$ cat config.mk
export PLATFORM = sky130hd
export DESIGN_NAME = nsa_ctrl
export DESIGN_NICKNAME = d
export VERILOG_FILES = /design/src/design/nsa_pkg.sv /design/src/design/nsa_ctrl.sv
export SDC_FILE = /design/constraint.sdc
export NUM_CORES = 1
export LEC_CHECK = 0
export BUFFER_PORTS_ARGS = -buffer_cell sky130_fd_sc_hd__buf_4
export CAP_MARGIN = 20
export CORE_AREA = 2 2 39 41
export CTS_CLUSTER_DIAMETER = 40
export DETAILED_ROUTE_END_ITERATION = 12
export DIE_AREA = 0 0 41 43
export PLACE_DENSITY = 0.54
export SYNTH_ARGS = -nofsm -noshare
export SYNTH_HDL_FRONTEND = slang
export SYNTH_SLANG_ARGS = --single-unit
export TNS_END_PERCENT = 10
$ cat constraint.sdc
create_clock -name clk -period 1.6 [get_ports clk]
set_clock_uncertainty 0.2 [all_clocks]
set_input_delay 0.16 -clock clk [delete_from_list [all_inputs] [get_ports clk]]
set_output_delay 0.16 -clock clk [all_outputs]
set_load 0.005 [all_outputs]
$ cat src/design/nsa_pkg.sv
// Package: shared types and constants for the nearest server assignment unit.
package nsa_pkg;
	localparam int TABLE_DEPTH = 16;
	localparam int SLOT_W = 4;
	localparam int IDX_W = $clog2(TABLE_DEPTH);
	localparam logic [19:0] BASE_FARE = 20'd12800;

	localparam logic [1:0] ST_OK      = 2'd0;
	localparam logic [1:0] ST_EMPTY   = 2'd1;
	localparam logic [1:0] ST_NOSPEED = 2'd2;

	typedef enum logic [2:0] {
		S_IDLE, S_SCAN, S_SQRT, S_DIV, S_OUT
	} state_t;

	typedef struct packed {
		logic load;
		logic start_scan;
		logic scan_step;
		logic start_sqrt;
		logic sqrt_step;
		logic start_div;
		logic div_step;
		logic finish;
	} cmd_t;

	typedef struct packed {
		logic scan_last;
		logic sqrt_last;
		logic div_last;
		logic found;
	} sts_t;
endpackage

$ cat src/design/nsa_ctrl.sv
// Controller: issues table loads, and sequences scan, square root and division for each request item.
module nsa_ctrl (
	input  logic           clk,
	input  logic           arst_n,
	input  logic           in_fire,
	input  logic           in_cmd,
	input  logic           out_busy,
	input  nsa_pkg::sts_t  sts,
	output nsa_pkg::cmd_t  cmd,
	output logic           ready
);
	nsa_pkg::state_t state_q, state_d;

	always_ff @(posedge clk or negedge arst_n) begin
		if (!arst_n) state_q <= nsa_pkg::S_IDLE;
		else state_q <= state_d;
	end

	always_comb begin
		state_d = state_q;
		cmd = '0;
		ready = 1'b0;
		case (state_q)
			nsa_pkg::S_IDLE: begin
				ready = 1'b1;
				if (in_fire) begin
					if (in_cmd) begin
						cmd.start_scan = 1'b1;
						state_d = nsa_pkg::S_SCAN;
					end else begin
						cmd.load = 1'b1;
					end
				end
			end
			nsa_pkg::S_SCAN: begin
				cmd.scan_step = 1'b1;
				if (sts.scan_last) state_d = nsa_pkg::S_SQRT;
			end
			nsa_pkg::S_SQRT: begin
				if (!sts.found) begin
					state_d = nsa_pkg::S_OUT;
				end else begin
					cmd.sqrt_step = 1'b1;
					if (sts.sqrt_last) state_d = nsa_pkg::S_DIV;
				end
			end
			nsa_pkg::S_DIV: begin
				cmd.div_step = 1'b1;
				if (sts.div_last) state_d = nsa_pkg::S_OUT;
			end
			nsa_pkg::S_OUT: begin
				if (!out_busy) begin
					cmd.finish = 1'b1;
					state_d = nsa_pkg::S_IDLE;
				end
			end
			default: state_d = nsa_pkg::S_IDLE;
		endcase
		cmd.start_sqrt = (state_q == nsa_pkg::S_SCAN) && sts.scan_last;
		cmd.start_div = (state_q == nsa_pkg::S_SQRT) && sts.sqrt_last;
	end

`ifndef ASSERT_OFF
	a_ready_idle: assert property (@(posedge clk) disable iff (!arst_n)
		ready |-> state_q == nsa_pkg::S_IDLE) else $error("ready outside idle");
	a_scan_from_req: assert property (@(posedge clk) disable iff (!arst_n)
		cmd.start_scan |=> state_q == nsa_pkg::S_SCAN) else $error("scan not entered");
	a_finish_idle: assert property (@(posedge clk) disable iff (!arst_n)
		cmd.finish |=> state_q == nsa_pkg::S_IDLE) else $error("finish not idle");
`endif
endmodule

Word level (Yosys, flattened, before mapping)
Index checks and enable logic that the tools add are counted.
{ "totals": {"reg_bits": 3, "inputBits": 9, "output_inout_bits": 9, "elab_cells": 34} }
{ "classes": {"n_eq_ne": 10, "mux": 19, "n_reduce_logical": 4} }
{ "op_table": {"columns": ["cell", "count"], "rows": [
  ["3-bit 2-to-1 mux", 7],
  ["3-bit one-hot mux with 5 select lines", 1],
  ["2-bit != test, second input constant", 5],
  ["1-bit 2-to-1 mux", 9],
  ["3-bit by 2-bit equality test with 1-bit output, second input constant", 2],
  ["6-bit AND reduction", 1],
  ["2-bit 2-to-1 mux", 2],
  ["3-bit by 1-bit equality test with 1-bit output, second input constant", 1],
  ["3-bit equality test, second input constant", 1],
  ["3-bit zero test", 1],
  ["3-bit != test, second input constant", 1],
  ["1-bit logical AND", 2]
]} }

Depth between registers and ports, before layout
{ "depth": {"ltp_word": 3, "mapped_depth": 4, "ltp_nobuf": 3} }

Worst setup path after synthesis
Ideal clock, no wire load.
{ "synth_path": {"path_kind": "register to output", "startpoint": "reg state_q[2]", "endpoint": "out cmd[6] (netlist name)", "arrival_time_ns": 0.940, "t_required_ns": 1.240, "setup_slack_ns": 0.300, "path_stages_with_launch": 4, "path_cell_list": "dfrtp_1 > buf_6 > nor3_1 > and3_1"} }
{ "synth_rtl": {"columns": ["item", "line", "source"], "rows": [
  ["start, declared", "nsa_ctrl.sv:12", "nsa_pkg::state_t state_q, state_d;"],
  ["start signal, assigned", "nsa_ctrl.sv:15", "if (!arst_n) state_q <= nsa_pkg::S_IDLE;"],
  ["start signal, assigned", "nsa_ctrl.sv:16", "else state_q <= state_d;"],
  ["end, declared", "nsa_ctrl.sv:9", "output nsa_pkg::cmd_t cmd,"]
]} }

==> qor.csv <==
metric,value,unit
required arrival time at the worst endpoint,1.24,ns
CTS root buf,sky130_fd_sc_hd__clkbuf_4,
share of flip-flops with an asynchronous set or reset,100,%
TritonCTS clock tree,done,
Post-Synthesis Mean Instance Area,9.06,um2
path category of the worst min-delay check,input pin to register,
largest registers in the final layout,state_q x3,
post-synth net total,38,
clock insertion delay at the later pin of the skew report,0.23,ns
antenna-violating nets left,0,
number of fill cells,150,
die footprint,1760,um2
depth of the CTS H-tree,1,
largest area contributor in the netlist,sky130_fd_sc_hd__dfrtp_1,
Worst Max-Slew Pin Slew,0.235,ns
routability-driven placement congestion ratio,0.721,
Placed Instances,59,
start of the worst register-to-register path,state_q[1],
total of buffers placed on input and output ports,17,
final max-slew violation count,0,
number of synthesized flops with an enable pin,0,
global-route wire length before repair,1.04,mm
initial DRC count,1,
Die Y-Extent,43,um
maximum count of clock buffers along a single path,2,
clock sinks,3,
TritonCTS buffer count,3,
Register-to-Register Setup Slack,0.19,ns
"Area growth, synth to finish",79.5,%
antenna cells,0,
Clock Pin Slew Worst Setup and Hold Paths,0.03,ns
number of warnings issued by yosys,0,
dominant synthesized flop cell,sky130_fd_sc_hd__dfrtp_1,
final clock period utilization by the worst path,95.4,%
sequential cell area fraction in the yosys report,28.6,%
count of cell types in the netlist,21,
number of instances on the worst hold path,3,
Synth area leaders,"sky130_fd_sc_hd__dfrtp_1 29%, sky130_fd_sc_hd__and3b_1 10%, sky130_fd_sc_hd__nor4bb_1 7.6%",
DRC violations left,0,
final cell count without fillers,68,
PwrDens,1610,nW/um2
grt ovf,0,
category of the critical setup timing path,register to output pin,
die width,41,um
# nets final,62,
Area after DPL,387,um2
vias post-DR,297,
most numerous cell types in the synthesized netlist,"3 x sky130_fd_sc_hd__and3b_1, 3 x sky130_fd_sc_hd__dfrtp_1",
worst setup slack after placement,0.125,ns
via/cell ratio,4.37,
cell area after synthesis,263,um2
Yosys reg bits,3,
register containing the most flip-flops in the final layout,state_q,
Slew HR,84.1,%
total setup violations reported at the end of the flow,0,
overall fraction of global-route tracks in use,9.65,%
number of flip-flops under the largest register name,3,
number of cell rows,14,
Worst Hold Path EP,state_q[1],
initial antenna violation count,0,
peak supply drop,0.673,mV
arrival time of data at the critical path endpoint,1.17,ns
number of cells produced by synthesis,29,
area share of the largest cell type after synthesis,28.6,%
estimated wirelength of the detail-placed design,464,um
fmax,655,MHz
"final std cell area, no fill",472,um2
pin count of the biggest net entering global routing,15,
Setup crit start kind,register,
number of maximum-capacitance constraint violations,0,
maximum fanout encountered on the critical timing path,6,
Detailed Routing Iterations Pass 1,2,
nature of the critical path endpoint,output pin,
setup repair after global routing missed its margin,yes,
Worst Reg2Reg Path Length in Cells,4,
vias in the first global route,262,
ports placed on the boundary,18,
wire length reported by the detailed router,721,um
Period minus WS final,1.53,ns
Reg2Reg Capture Point,state_q[0],
Core ar.,1380,um2
total count of hold-check failures in the final report,0,
status,finished clean,
starting density of the core,19.0,%
ratio of cells with drive above 1 in the final layout,55.8,%
average wire per cell in the routed design,10.6,um
leakage power summed over all cells,0.229,nW
least setup slack across all paths after layout,0.0742,ns
start point of the worst hold path,sts[0],
[per-stage QoR]
step           hold slack (ns)  util (%)  setup TNS, ns  total power, W
2_1_floorplan           -0.336         -              0        0.000410
3_5_place_dp            -0.250      27.9              0        0.000538
4_1_cts                 0.0309      31.8              0        0.000697
5_1_grt                 0.0558      34.1        -0.0114        0.000839
6_report                0.0296      34.1              0        0.000761
3_3_place_gp            -0.249      27.9              0        0.000534
[cell usage in the layout (no fill, tap or decap), types with 2 or more instances in the layout]
cell type and instances:
sky130_fd_sc_hd__nor4bb_1 2, sky130_fd_sc_hd__clkbuf_4 3, sky130_fd_sc_hd__dfrtp_2 3, sky130_fd_sc_hd__dlygate4sd3_1 2, sky130_fd_sc_hd__nor2_1 2, sky130_fd_sc_hd__nor2b_1 2, sky130_fd_sc_hd__a21oi_1 2, sky130_fd_sc_hd__buf_4 18
sky130_fd_sc_hd__and3b_1 3
[cell type report]
class	instances	area [um2]	share of cell area [%]
Clock buffer	4	26.3	5.57
Multi-Input combinational cell	23	181	38.5
Sequential cell	3	78.8	16.7
Tap cell	16	20.0	4.24
Timing Repair Buffer	22	165	35.0
[power breakdown]
part	internal [W]	total, W	switching, W
clock	0.0000933	0.000130	0.0000368
combinational	0.000257	0.000421	0.000164
sequential	0.000120	0.000210	0.0000896
[kinds of logic (layout without fill, tap and decap cells)]
family                 count (synthesis)  after routing  synth area share [%]
and+or+nand+nor                       16             16                  44.3
buffers and inverters                  3             26                  9.05
AOI/OAI and AO/OA                      7              7                  18.1
DFF                                    3              3                  28.6
[critical path: stages, from the launching register on]
cell and delay [ns]:
sky130_fd_sc_hd__dfrtp_2 0.45, sky130_fd_sc_hd__nor3_4 0.21, sky130_fd_sc_hd__and3_1 0.17, sky130_fd_sc_hd__buf_4 0.10
[layer usage]
layer	global-route usage, %	vias to the layer above	routed length (um)
met5	0	-	0
met4	10.0	0	0
met3	4.71	0	66
met2	12.5	12	353
met1	10.3	126	301
li1	-	159	-
[worst max path at each step]
| stage | depth (start not counted) | slack, ns | from | to |
|---|---|---|---|---|
| floorplan | 3 | 0.30 | state_q[2] | cmd[6] |
| CTS | 3 | 0.01 | state_q[0] | cmd[6] |
| global route | 4 | -0.01 | state_q[1] | cmd[7] |
| global placement | 3 | 0.15 | state_q[1] | cmd[6] |
| detailed placement | 3 | 0.12 | state_q[1] | cmd[6] |
| finish | 3 | 0.07 | state_q[2] | cmd[6] |
[timing repair]
item	in CTS	in global routing
hold buffers	2	0
setup endpoints to repair	4	6
setup buffers	0	3
pin swaps	0	1
gates resized for setup	3	5
endpoints found under the hold margin	4	0
Note: power is estimated with default switching activity, not from simulation.
